[src/eiso_pkg.sv]
// Shared types, constants and digit helpers for the epoch to ISO 8601 converter.
`timescale 1ns / 1ps

package eiso_pkg;

    // Decoded timestamp handed from the front part to the character serialiser.
    typedef struct packed {
        logic       ok;
        logic [6:0] yy;    // years since 2000
        logic [3:0] mon;
        logic [4:0] day;
        logic [4:0] hh;
        logic [5:0] mm;
        logic [5:0] ss;
    } t_stamp;

    localparam logic [31:0] MIN_EPOCH  = 32'd1600000000;
    localparam logic [7:0]  MIN_BUFFER = 8'd21;
    localparam logic [4:0]  LAST_POS   = 5'd19;

    localparam logic [7:0] CH_ZERO  = 8'h30;
    localparam logic [7:0] CH_TWO   = 8'h32;
    localparam logic [7:0] CH_DASH  = 8'h2D;
    localparam logic [7:0] CH_T     = 8'h54;
    localparam logic [7:0] CH_COLON = 8'h3A;
    localparam logic [7:0] CH_Z     = 8'h5A;
    localparam logic [7:0] CH_NUL   = 8'h00;

    // Tens digit of a value below 128, by reciprocal multiplication.
    function automatic logic [3:0] f_tens(input logic [6:0] v);
        logic [14:0] p;
        p = 15'(v) * 15'd205;
        return p[14:11];
    endfunction

    function automatic logic [3:0] f_units(input logic [6:0] v);
        logic [6:0] t;
        t = 7'(f_tens(v)) * 7'd10;
        return 4'(v - t);
    endfunction

    function automatic logic [7:0] f_char(input logic [3:0] d);
        return CH_ZERO + {4'b0, d};
    endfunction

endpackage

[src/eiso_front.sv]
// Front part: takes requests, rejects bad ones and splits the epoch into date and time fields.
`timescale 1ns / 1ps

module eiso_front (
    input  logic                 i_clk,
    input  logic                 i_rst_n,
    input  logic                 i_start,
    input  logic [31:0]          i_epoch_seconds,
    input  logic [7:0]           i_buffer_size,
    input  logic                 i_q_full,
    output logic                 o_busy,
    output logic                 o_push,
    output eiso_pkg::t_stamp     o_rec
);
    import eiso_pkg::*;

    localparam logic [3:0] S_IDLE = 4'd0;
    localparam logic [3:0] S_DAYS = 4'd1;
    localparam logic [3:0] S_SECS = 4'd2;
    localparam logic [3:0] S_DIV  = 4'd3;
    localparam logic [3:0] S_SUB  = 4'd4;
    localparam logic [3:0] S_YOE  = 4'd5;
    localparam logic [3:0] S_DOY  = 4'd6;
    localparam logic [3:0] S_MP   = 4'd7;
    localparam logic [3:0] S_MU   = 4'd8;
    localparam logic [3:0] S_DAY  = 4'd9;
    localparam logic [3:0] S_PUSH = 4'd10;

    logic [3:0]  r_state;
    logic [31:0] r_e;
    logic        r_ok;
    logic [15:0] r_days;
    logic [16:0] r_secs;
    logic [15:0] r_doe;
    logic [5:0]  r_t1;
    logic        r_cent;
    logic [4:0]  r_hh;
    logic [10:0] r_mt;
    logic [5:0]  r_mm;
    logic [5:0]  r_ss;
    logic [15:0] r_n;
    logic [6:0]  r_yoe;
    logic [8:0]  r_doy;
    logic [3:0]  r_mp;
    logic [10:0] r_u;
    logic [4:0]  r_day;
    logic [3:0]  r_mon;
    logic [6:0]  r_yy;

    logic        w_accept;
    logic        w_reject;
    logic [50:0] w_p_days;
    logic [32:0] w_p_ds;
    logic [32:0] w_p_t1;
    logic [34:0] w_p_hh;
    logic [34:0] w_p_mt;
    logic [16:0] w_mt60;
    logic [10:0] w_hh60;
    logic [32:0] w_p_yoe;
    logic [15:0] w_yd;
    logic [15:0] w_doy;
    logic [22:0] w_p_mp;
    logic [22:0] w_p_q;
    logic [8:0]  w_dd;

    assign w_accept = i_start && (r_state == S_IDLE);
    assign w_reject = (i_buffer_size < MIN_BUFFER) || (i_epoch_seconds < MIN_EPOCH);

    // Every quotient below is a reciprocal product that is exact over its input range.
    assign w_p_days = 51'(r_e[31:7]) * 51'd50903317;
    assign w_p_ds   = 33'(r_days) * 33'd86400;
    assign w_p_t1   = 33'(r_doe) * 33'd91930;
    assign w_p_hh   = 35'(r_secs) * 35'd149131;
    assign w_p_mt   = 35'(r_secs) * 35'd139811;
    assign w_mt60   = 17'(r_mt) * 17'd60;
    assign w_hh60   = 11'(r_hh) * 11'd60;
    assign w_p_yoe  = 33'(r_n) * 33'd91930;
    assign w_yd     = 16'(r_yoe) * 16'd365 + 16'(r_yoe[6:2]) - 16'(r_yoe >= 7'd100);
    assign w_doy    = r_doe - w_yd;
    assign w_p_mp   = (23'(r_doy) * 23'd5 + 23'd2) * 23'd3427;
    assign w_p_q    = 23'(r_u) * 23'd3277;
    assign w_dd     = r_doy - w_p_q[22:14] + 9'd1;

    assign o_busy = (r_state != S_IDLE);
    assign o_push = (r_state == S_PUSH) && !i_q_full;

    always_comb begin
        o_rec     = '0;
        o_rec.ok  = r_ok;
        o_rec.yy  = r_yy;
        o_rec.mon = r_mon;
        o_rec.day = r_day;
        o_rec.hh  = r_hh;
        o_rec.mm  = r_mm;
        o_rec.ss  = r_ss;
    end

    always_ff @(posedge i_clk) begin
        if (!i_rst_n) begin
            r_state <= S_IDLE;
        end else begin
            unique case (r_state)
                S_IDLE: begin
                    if (w_accept) begin
                        r_state <= w_reject ? S_PUSH : S_DAYS;
                    end
                end
                S_DAYS:  r_state <= S_SECS;
                S_SECS:  r_state <= S_DIV;
                S_DIV:   r_state <= S_SUB;
                S_SUB:   r_state <= S_YOE;
                S_YOE:   r_state <= S_DOY;
                S_DOY:   r_state <= S_MP;
                S_MP:    r_state <= S_MU;
                S_MU:    r_state <= S_DAY;
                S_DAY:   r_state <= S_PUSH;
                S_PUSH: begin
                    if (!i_q_full) begin
                        r_state <= S_IDLE;
                    end
                end
                default: r_state <= S_IDLE;
            endcase
        end
    end

    // Datapath registers; the epoch is known to be at least 1600000000 here, so
    // the 400-year era is always the one that begins on 2000-03-01.
    always_ff @(posedge i_clk) begin
        if (w_accept) begin
            r_e  <= i_epoch_seconds;
            r_ok <= !w_reject;
        end
        if (r_state == S_DAYS) begin
            r_days <= w_p_days[50:35];
        end
        if (r_state == S_SECS) begin
            r_secs <= r_e[16:0] - w_p_ds[16:0];
            r_doe  <= r_days - 16'd11017;
        end
        if (r_state == S_DIV) begin
            r_t1   <= w_p_t1[32:27];
            r_cent <= (r_doe >= 16'd36524);
            r_hh   <= w_p_hh[33:29];
            r_mt   <= w_p_mt[33:23];
        end
        if (r_state == S_SUB) begin
            r_n  <= r_doe - 16'(r_t1) + 16'(r_cent);
            r_ss <= 6'(r_secs - w_mt60);
            r_mm <= 6'(r_mt - w_hh60);
        end
        if (r_state == S_YOE) begin
            r_yoe <= w_p_yoe[31:25];
        end
        if (r_state == S_DOY) begin
            r_doy <= w_doy[8:0];
        end
        if (r_state == S_MP) begin
            r_mp <= w_p_mp[22:19];
        end
        if (r_state == S_MU) begin
            r_u <= 11'(r_mp) * 11'd153 + 11'd2;
        end
        if (r_state == S_DAY) begin
            r_day <= w_dd[4:0];
            r_mon <= (r_mp < 4'd10) ? r_mp + 4'd3 : r_mp - 4'd9;
            r_yy  <= r_yoe + 7'(r_mp >= 4'd10);
        end
    end

endmodule

[src/eiso_queue.sv]
// Short queue of decoded timestamps between the front part and the serialiser.
`timescale 1ns / 1ps

module eiso_queue #(
    parameter int DEPTH = 2
) (
    input  logic                 i_clk,
    input  logic                 i_rst_n,
    input  logic                 i_push,
    input  eiso_pkg::t_stamp     i_data,
    input  logic                 i_pop,
    output logic                 o_full,
    output logic                 o_valid,
    output eiso_pkg::t_stamp     o_data
);
    import eiso_pkg::*;

    localparam int AW = $clog2(DEPTH);
    localparam int CW = $clog2(DEPTH + 1);
    localparam logic [AW-1:0] LAST_SLOT = AW'(DEPTH - 1);

    t_stamp        r_mem [DEPTH];
    logic [AW-1:0] r_wr;
    logic [AW-1:0] r_rd;
    logic [CW-1:0] r_cnt;

    assign o_full  = (r_cnt == CW'(DEPTH));
    assign o_valid = (r_cnt != '0);
    assign o_data  = r_mem[r_rd];

    always_ff @(posedge i_clk) begin
        if (i_push) begin
            r_mem[r_wr] <= i_data;
        end
    end

    always_ff @(posedge i_clk) begin
        if (!i_rst_n) begin
            r_wr  <= '0;
            r_rd  <= '0;
            r_cnt <= '0;
        end else begin
            if (i_push) begin
                r_wr <= (r_wr == LAST_SLOT) ? '0 : r_wr + 1'b1;
            end
            if (i_pop) begin
                r_rd <= (r_rd == LAST_SLOT) ? '0 : r_rd + 1'b1;
            end
            if (i_push && !i_pop) begin
                r_cnt <= r_cnt + 1'b1;
            end else if (i_pop && !i_push) begin
                r_cnt <= r_cnt - 1'b1;
            end
        end
    end

endmodule

[src/eiso_back.sv]
// Back part: emits one character per cycle, twenty per good stamp, one per reject.
`timescale 1ns / 1ps

module eiso_back (
    input  logic                 i_clk,
    input  logic                 i_rst_n,
    input  logic                 i_q_valid,
    input  eiso_pkg::t_stamp     i_q_data,
    output logic                 o_pop,
    output logic                 o_strobe,
    output logic [7:0]           o_text_char,
    output logic                 o_last_char,
    output logic                 o_ok
);
    import eiso_pkg::*;

    t_stamp     r_rec;
    logic       r_act;
    logic [4:0] r_idx;
    logic       r_strobe;
    logic [7:0] r_char;
    logic       r_last;
    logic       r_ok;

    logic       w_last;
    logic       w_load;
    logic [6:0] w_yy2;
    logic [7:0] w_char;

    assign w_last = r_act && (!r_rec.ok || (r_idx == LAST_POS));
    assign w_load = i_q_valid && (!r_act || w_last);
    assign o_pop  = w_load;
    assign w_yy2  = (r_rec.yy >= 7'd100) ? r_rec.yy - 7'd100 : r_rec.yy;

    always_comb begin
        unique case (r_idx)
            5'd0:    w_char = CH_TWO;
            5'd1:    w_char = f_char(4'(r_rec.yy >= 7'd100));
            5'd2:    w_char = f_char(f_tens(w_yy2));
            5'd3:    w_char = f_char(f_units(w_yy2));
            5'd5:    w_char = f_char(f_tens(7'(r_rec.mon)));
            5'd6:    w_char = f_char(f_units(7'(r_rec.mon)));
            5'd8:    w_char = f_char(f_tens(7'(r_rec.day)));
            5'd9:    w_char = f_char(f_units(7'(r_rec.day)));
            5'd10:   w_char = CH_T;
            5'd11:   w_char = f_char(f_tens(7'(r_rec.hh)));
            5'd12:   w_char = f_char(f_units(7'(r_rec.hh)));
            5'd14:   w_char = f_char(f_tens(7'(r_rec.mm)));
            5'd15:   w_char = f_char(f_units(7'(r_rec.mm)));
            5'd17:   w_char = f_char(f_tens(7'(r_rec.ss)));
            5'd18:   w_char = f_char(f_units(7'(r_rec.ss)));
            5'd4,
            5'd7:    w_char = CH_DASH;
            5'd13,
            5'd16:   w_char = CH_COLON;
            default: w_char = CH_Z;
        endcase
    end

    always_ff @(posedge i_clk) begin
        if (w_load) begin
            r_rec <= i_q_data;
        end
        r_char <= r_rec.ok ? w_char : CH_NUL;
        r_last <= w_last;
        r_ok   <= r_rec.ok;
    end

    always_ff @(posedge i_clk) begin
        if (!i_rst_n) begin
            r_act    <= 1'b0;
            r_idx    <= '0;
            r_strobe <= 1'b0;
        end else begin
            r_strobe <= r_act;
            if (w_load) begin
                r_act <= 1'b1;
                r_idx <= '0;
            end else if (w_last) begin
                r_act <= 1'b0;
            end else if (r_act) begin
                r_idx <= r_idx + 5'd1;
            end
        end
    end

    assign o_strobe    = r_strobe;
    assign o_text_char = r_char;
    assign o_last_char = r_last;
    assign o_ok        = r_ok;

endmodule

[src/epoch_to_iso8601_utc.sv]
// Top level of the Unix epoch to ISO 8601 UTC text converter.
`timescale 1ns / 1ps

// A request is taken at a rising edge where start is high and busy is low; it
// carries a 32-bit count of seconds since 1970-01-01 00:00:00 UTC. The block
// answers with the text YYYY-MM-DDTHH:MM:SSZ, one ASCII character per cycle on
// o_text_char, each shown for one cycle under o_strobe, the final one flagged
// by o_last_char. An epoch before 1600000000, or a buffer size below 21, gives
// one character of zero with o_ok low and o_last_char high instead.
// The buffer size is written through i_cfg_we and i_cfg_data; the user must
// write it only while idle, as the block itself does not enforce this. A good
// request passes through the front part, a ten-step sequencer of reciprocal
// multiplications, then the queue and the back part, which registers each
// character; a rejected one goes straight to the push step. The front part
// holds busy until its record is pushed, which waits while the queue is full.
// Sustained throughput of good requests is set by the back part, which sends
// one character per cycle. The queue between them lets the front work on the
// next request while the back is still sending. The receiver cannot stall:
// characters leave at the full rate. Reset clears the sequencer, the queue
// and the serialiser, and sets the buffer size to 21.
module epoch_to_iso8601_utc #(
    parameter int QUEUE_DEPTH = 2
) (
    input  logic        i_clk,
    input  logic        i_rst_n,
    input  logic        start,
    output logic        busy,
    input  logic [31:0] i_epoch_seconds,
    input  logic        i_cfg_we,
    input  logic [7:0]  i_cfg_data,
    output logic        o_strobe,
    output logic [7:0]  o_text_char,
    output logic        o_last_char,
    output logic        o_ok
);
    import eiso_pkg::*;

    logic [7:0] r_buffer_size;
    logic       w_push;
    logic       w_pop;
    logic       w_full;
    logic       w_q_valid;
    t_stamp     w_front_rec;
    t_stamp     w_q_rec;

    // Destination buffer size; only its comparison with 21 matters.
    always_ff @(posedge i_clk) begin
        if (!i_rst_n) begin
            r_buffer_size <= MIN_BUFFER;
        end else if (i_cfg_we) begin
            r_buffer_size <= i_cfg_data;
        end
    end

    eiso_front u_front (
        .i_clk           (i_clk),
        .i_rst_n         (i_rst_n),
        .i_start         (start),
        .i_epoch_seconds (i_epoch_seconds),
        .i_buffer_size   (r_buffer_size),
        .i_q_full        (w_full),
        .o_busy          (busy),
        .o_push          (w_push),
        .o_rec           (w_front_rec)
    );

    eiso_queue #(
        .DEPTH (QUEUE_DEPTH)
    ) u_queue (
        .i_clk   (i_clk),
        .i_rst_n (i_rst_n),
        .i_push  (w_push),
        .i_data  (w_front_rec),
        .i_pop   (w_pop),
        .o_full  (w_full),
        .o_valid (w_q_valid),
        .o_data  (w_q_rec)
    );

    eiso_back u_back (
        .i_clk       (i_clk),
        .i_rst_n     (i_rst_n),
        .i_q_valid   (w_q_valid),
        .i_q_data    (w_q_rec),
        .o_pop       (w_pop),
        .o_strobe    (o_strobe),
        .o_text_char (o_text_char),
        .o_last_char (o_last_char),
        .o_ok        (o_ok)
    );

    // A taken request always keeps the front part occupied in the next cycle.
    a_busy_after_request: assert property (@(posedge i_clk) disable iff (!i_rst_n)
        start && !busy |=> busy)
        else $error("front part did not hold busy after a request");

    // The front part never writes into a full queue.
    a_no_overflow: assert property (@(posedge i_clk) disable iff (!i_rst_n)
        w_push |-> !w_full)
        else $error("queue written while full");

    // A good timestamp is sent without gaps until its final character.
    a_run_unbroken: assert property (@(posedge i_clk) disable iff (!i_rst_n)
        o_strobe && o_ok && !o_last_char |=> o_strobe && o_ok)
        else $error("gap inside a timestamp");

    // A rejected request gives a single final zero character.
    a_reject_single: assert property (@(posedge i_clk) disable iff (!i_rst_n)
        o_strobe && !o_ok |-> o_last_char && (o_text_char == CH_NUL))
        else $error("malformed rejection result");

endmodule

[config.mk]
export PLATFORM = sky130hd
export DESIGN_NAME = epoch_to_iso8601_utc
export DESIGN_NICKNAME = d
export VERILOG_FILES = /design/src/eiso_pkg.sv /design/src/eiso_front.sv /design/src/eiso_queue.sv /design/src/eiso_back.sv /design/src/epoch_to_iso8601_utc.sv
export SDC_FILE = /design/constraint.sdc
export NUM_CORES = 2
export LEC_CHECK = 0
export BUFFER_PORTS_ARGS = -buffer_cell sky130_fd_sc_hd__buf_2
export CAP_MARGIN = 40
export CORE_MARGIN = 2
export CORE_UTILIZATION = 30
export DETAILED_ROUTE_END_ITERATION = 8
export PLACE_DENSITY = 0.53
export SETUP_SLACK_MARGIN = 0.3
export SYNTH_ARGS = -nofsm -noshare
export SYNTH_HDL_FRONTEND = slang
export SYNTH_SLANG_ARGS = --single-unit
[constraint.sdc]
create_clock -name i_clk -period 7.2 [get_ports i_clk]
set_clock_uncertainty 0.1 [all_clocks]
set_input_delay 1.08 -clock i_clk [delete_from_list [all_inputs] [get_ports i_clk]]
set_output_delay 1.08 -clock i_clk [all_outputs]
set_load 0.03 [all_outputs]
* After elaboration in Yosys (flattened, before gate mapping)
Memories as Yosys holds them, arrays and structs flattened. A register that Yosys moved wholly into a read port is not among the register bits.
Cells that the tools add are included.
** Word-level totals
- Register bits :: 213
- RAM bits :: 68
- Bits of input ports :: 44
- Output and inout bits :: 12
- Word-level logic and storage cells :: 179
- Memories kept :: 1
** Memories
- u_queue.r_mem :: words 2, width 34, read ports 1, clocked after Yosys merged registers in 1, wr ports 1, RTL line eiso_queue.sv:22 : t_stamp r_mem [DEPTH];
** Cells by class
- Add/sub/neg operators :: 41
- Multipliers :: 25
- Magnitude comparators :: 7
- Equal/unequal tests :: 32
- Muxes and demuxes :: 15
- Bitwise logic cells :: 2
- Reductions and logical operators :: 26
** Operators by type and width (number)
- $pmux W8 S17 :: 1
- $mul A17 B18 Y34 const B :: 2
- $mul A25 B26 Y51 const B :: 1
- $add A6 B4 Y7 const A :: 7
- $pmux W4 S11 :: 1
- $eq A5 B4 Y1 const B :: 8
- $lt A32 B31 Y1 const B :: 1
- $mul A16 B16 Y32 const B :: 1
- $mul A16 B16 Y31 const B :: 1
- $mul A6 B8 Y14 const B :: 2
- $mul A5 B8 Y13 const B :: 2
- $sub A4 B4 Y4 :: 6
- $mul A23 B12 Y23 const B :: 1
- $eq A5 B3 Y1 const B :: 4
- $eq A5 B5 Y1 const B :: 4
- $mul A11 B12 Y19 const B :: 1
- $sub A17 B17 Y17 :: 1
- $add A16 B1 Y16 :: 1
- $eq A4 B3 Y1 const B :: 4
- $ge A16 B16 Y1 const B :: 1
- $mul A16 B10 Y10 const B :: 1
- $mux W4 :: 4
- $sub A16 B14 Y16 const B :: 1
- $sub A16 B6 Y16 :: 1
- 54 further kinds :: 91

* Depth between registers and ports, before layout
- Word-level depth :: 8
- Gate-level depth with buffers :: 29
- Depth with buffers taken out :: 29

* Modules after synthesis
From an unflattened synthesis, not the netlist that was laid out.
** Unflattened totals
- Cell total of the unflattened synthesis :: 4377
- Area, all modules :: 47922.2 um^2
** By module, submodules not included
- eiso_front :: instances 1, cells each 3614, area an instance 38992.4 um^2, sequential area each 5335.1 um^2
- eiso_back :: instances 1, cells each 610, area an instance 5962.0 um^2, sequential area each 1341.3 um^2
- eiso_queue :: instances 1, cells each 128, area an instance 2673.8 um^2, sequential area each 2142.1 um^2
- epoch_to_iso8601_utc :: instances 1, cells each 25, area an instance 294.0 um^2, sequential area each 160.2 um^2

* Worst setup path after synthesis
No wires, ideal clock.
- Path kind :: reg2reg
- Start point :: register u_front.r_doy[1]
- End point :: register u_front.r_mp[3], data pin
- Setup time :: 0.260 ns
- Arrival :: 6.268 ns
- Required time :: 6.840 ns
- Slack :: 0.572 ns
- Stages on the path, launching flop included :: 27
- Buffers on the path :: 0
- Clock period less this slack :: 6.628 ns
- Path through :: edfxtp_1 > ha_1 > ha_1 > o211a_1 > o21a_1 > o21a_1 > o21a_1 > o21ai_0 > a21boi_0 > o21a_1 > nor2_1 > xnor2_1 > ha_1 > fa_1 > inv_1 > fa_1 > fa_1 > inv_1 > ha_1 > ha_1 > a211o_1 > nor3_1 > a211oi_1 > o21a_1 > o21a_1 > nor2_1 > xnor2_1
** On the way
- Word-level cells in the longest chain between the ends :: 3
** Ends and longest elaborated chain
- start: declaration :: RTL line eiso_front.sv:43 : logic [8:0] r_doy;
- start signal: assignment :: RTL line eiso_front.sv:156 : r_doy <= w_doy[8:0];
- $mul A9 B3 Y12 :: RTL line eiso_front.sv:80 : assign w_p_mp = (23'(r_doy) * 23'd5 + 23'd2) * 23'd3427;
- $add A12 B2 Y13 :: RTL line eiso_front.sv:80
- $mul A23 B12 Y23 :: RTL line eiso_front.sv:80
- net u_front.w_p_mp[22] :: RTL line eiso_front.sv:62 : logic [22:0] w_p_mp;
- end signal: assignment :: RTL line eiso_front.sv:159 : r_mp <= w_p_mp[22:19];
- end: declaration :: RTL line eiso_front.sv:44 : logic [3:0] r_mp;
The timed path passes the listed nets, and every way through them passes these cells.
A chain may end at the register's enable or synchronous reset.

* Worst setup path after layout
Same ends and word-level chain as after synthesis.

==> reports/metrics.csv <==
stage,metric,value,unit
routing,wl,104000,um
sta,finalHoldViolCount,0,
sta,totalNegativeSetupSlack,0,ns
sta,holdWs,0.311,ns
synthesis,post_synth_mux_area_share,1.01,%
sta,slew_headroom,42.3,%
synthesis,synth_fa_ha_area_share,56.9,%
die,die_w,404,um
clocking,cts-root-buf,clkbuf_16,
die,num_io_pins,56,
die,coreArea,158000,sq um
sta,rsz0062_at_grt,yes,
routing,vias,29400,
routing,drc,0,
finish,num-fill-cells,16000,
clocking,clk_path_buf_depth,3,
setup_path,crit_required,7.43,ns
finish,n_antenna_cell,0,
synthesis,synth_edf_count,277,
synthesis,synth-simple-area-share,4.21,%
global_routing,antenna_found_initial,5,
finish,fin_nets,6399,
clocking,cts.sinks,309,
placement,io_buffers,54,
synthesis,syn_inst,4368,
die,die-area,163000,sq um
synthesis,async_flop_share,0,%
setup_path,cp_common_cell,o21a_1,
setup_path,worst_setup_path_start_kind,register,
setup_path,critPathMaxStageDelay,0.53,ns
setup_path,path_max_fanout,5,
synthesis,synth_area_leaders,"ha_1, fa_1, edfxtp_1",
setup_path,worstPathArrival,6.85,ns
clocking,ctsHoldBuffers,0,
sta,post-route-period-util,92.0,%
synthesis,synth_top_area_share,32.3,%
synthesis,synth_xor_area_share,3.74,%
synthesis,yosysSeqAreaShare,18.7,%
global_routing,grt_pass1_wl,172000,um
sta,max_freq,151,MHz
status,status,"finished, final reports clean",
global_routing,grt_usage,13.3,%
clocking,cts_buffers,41,
sta,period_needed,6.62,ns
routing,drtIter0Drc,1124,
synthesis,synth-compound-area-share,6.62,%
clocking,htree_levels,2,
setup_path,cp-end-kind,register,
synthesis,synth.distinct_cells,84,
finish,area_growth,10.5,%
global_routing,grt_max_degree,35,
setup_path,crit_type,reg2reg,
placement,dp.cells,6545,
finish,finalNonFillerCells,6631,
finish,drive_gt1_share,6.56,%
setup_path,crit_path_top_delay_cell,fa_1,
synthesis,synth_top_family_by_area,adder cells,
global_routing,grt.overflow.total,0,
routing,via_per_inst,4.44,
synthesis,ys_ff_latch,309,
sta,worstMarginPinSlew,0.857,ns
synthesis,yosys_warnings,0,
placement,hpwl,90000,um
die,die_h,404,um
routing,antenna_left,0,
sta,setup_viol,0,
clocking,clk_latency,0.60,ns
synthesis,yosysTopAreaCell,ha_1,
synthesis,netlist_area,47900,sq um
global_routing,first_global_vias,32200,
die,rows,146,
routing,wl_per_cell,15.6,um
synthesis,syn_nets,6238,
hold_path,hold_class,reg2reg,
die,start_util,30.2,%
sta,maxSlewViolCount,0,
clocking,cts_tree,yes,
placement,place_congestion,0.882,
job,max_cap_violations,0,
routing,dr.pass1.iters,5,
synthesis,yosys_most_used_dff,edfxtp_1,
clocking,clk_pin_slew,0.06,ns
synthesis,syn_avg_cell_area,11.0,sq um
-- cell usage in the layout (no fill, tap or decap), drive strengths merged, types with 8 or more instances in the layout --
master   count
and3        10
o31ai        9
a21oi      118
mux2i       10
fa         588
or3          9
xnor2      143
o21bai      20
nand2b      21
nand4       18
buf        134
o21a        27
edfxtp     277
dfxtp       32
o21ai       79
ha        1238
a41o         8
or2         15
a211oi      28
o211ai      12
clkinv      15
inv       1108
a311oi       9
a31oi       20
mux2        34
nand2       77
and4        10
and2        11
a21boi       9
nor3        35
clkbuf      46
a2111oi      9
nand3       31
a21o        68
nor2b       34
xor2        58
nor2        99
-- through the flow --
stage,cell area [sq um],setup WS [ns],util [%]
2_1_floorplan,47900,0.572,-
3_3_place_gp,51200,0.196,32.3
3_5_place_dp,51300,0.176,32.4
4_1_cts,52700,0.303,33.3
5_1_grt,52900,0.243,33.4
6_report,52900,0.575,33.4
-- Yosys cell counts, drive strengths merged (10+ instances only) --
| library cell | number |
|---|---|
| and3 | 10 |
| and4 | 10 |
| a21o | 68 |
| a211oi | 28 |
| nor2b | 34 |
| o21ai | 79 |
| clkbuf | 11 |
| edfxtp | 277 |
| nand4 | 18 |
| nand3 | 31 |
| fa | 588 |
| dfxtp | 32 |
| nand2b | 21 |
| inv | 1105 |
| mux2 | 34 |
| a31oi | 20 |
| or2 | 15 |
| o211ai | 12 |
| nor3 | 35 |
| ha | 1238 |
| o21bai | 20 |
| xor2 | 58 |
| nand2 | 77 |
| and2 | 11 |
| xnor2 | 143 |
| nor2 | 99 |
| a21oi | 118 |
| o21a | 27 |
| mux2i | 10 |
-- worst max-delay path: cells and delay by family, from the launching register on --
kind	cells	cell delay (ns)
AND/OR/NAND/NOR	5	0.55
adder cells (fa/ha/maj)	8	2.93
AO/OA/AOI/OAI	11	2.01
flip-flops	1	0.49
XOR/XNOR	1	0.07
buffers and inverters	4	0.19
-- area by class of cell --
cell class                      instances  area (sq um)  area share (%)
Multi-Input combinational cell       2938         34900            66.0
Clock buffer                           46          1070            2.01
Sequential cell                       309          8960            16.9
Clock inverter                         27           322           0.607
Tap cell                             2072          2590            4.90
Timing Repair Buffer                  134           920            1.74
Inverter                             1105          4150            7.84
-- worst paths after layout --
kind | end | cells past startpoint | slack [ns] | startpoint
max | u_front.r_mp[3] | 29 | 0.58 | u_front.r_doy[1]
min | u_front.r_secs[3] | 0 | 0.31 | u_front.r_e[3]
max reg2reg | u_front.r_mp[3] | 29 | 0.58 | u_front.r_doy[1]
min reg2reg | u_front.r_secs[3] | 0 | 0.31 | u_front.r_e[3]
-- sequential cells by signal, indices dropped and copies added, names as in the netlist, 7 cells and up --
register and flops:
u_front.r_yoe 7, u_front.r_e 32, u_front.r_yy 7, u_front.r_u 11, u_front.r_doe 16, u_back.o_text_char 7, u_queue.r_mem 68, r_buffer_size 8
u_front.r_secs 17, u_front.r_days 16, u_back.r_rec 34, u_front.r_n 16, u_front.r_doy 9
-- layer usage --
| metal | GRT usage, % | up-vias | wire, um |
|---|---|---|---|
| met1 | 17.9 | 14200 | 48700 |
| met2 | 22.5 | 360 | 48900 |
| li1 | - | 14700 | - |
| met3 | 1.49 | 125 | 3080 |
| met4 | 3.80 | 2 | 2960 |
| met5 | 0 | - | 13 |
-- logic make-up (layout without fill, tap and decap cells) --
logic type | count (synthesis) | count (layout)
other cells | 1 | 1
simple gates | 394 | 394
mux | 44 | 44
buf+inv | 1121 | 1312
flops | 309 | 309
compound gates | 471 | 471
xor+xnor | 202 | 202
fa+ha+maj | 1826 | 1826
-- repair_timing --
action                     CTS  global route
resized for setup            2            34
pin swaps                    0            15
setup buffers                0            13
setup endpoints to repair    5            14
gates cloned                 0             0
Power is left out: the tool's default activity adds up to more than one toggle a clock period on the data nets, which glitch-free logic cannot reach.
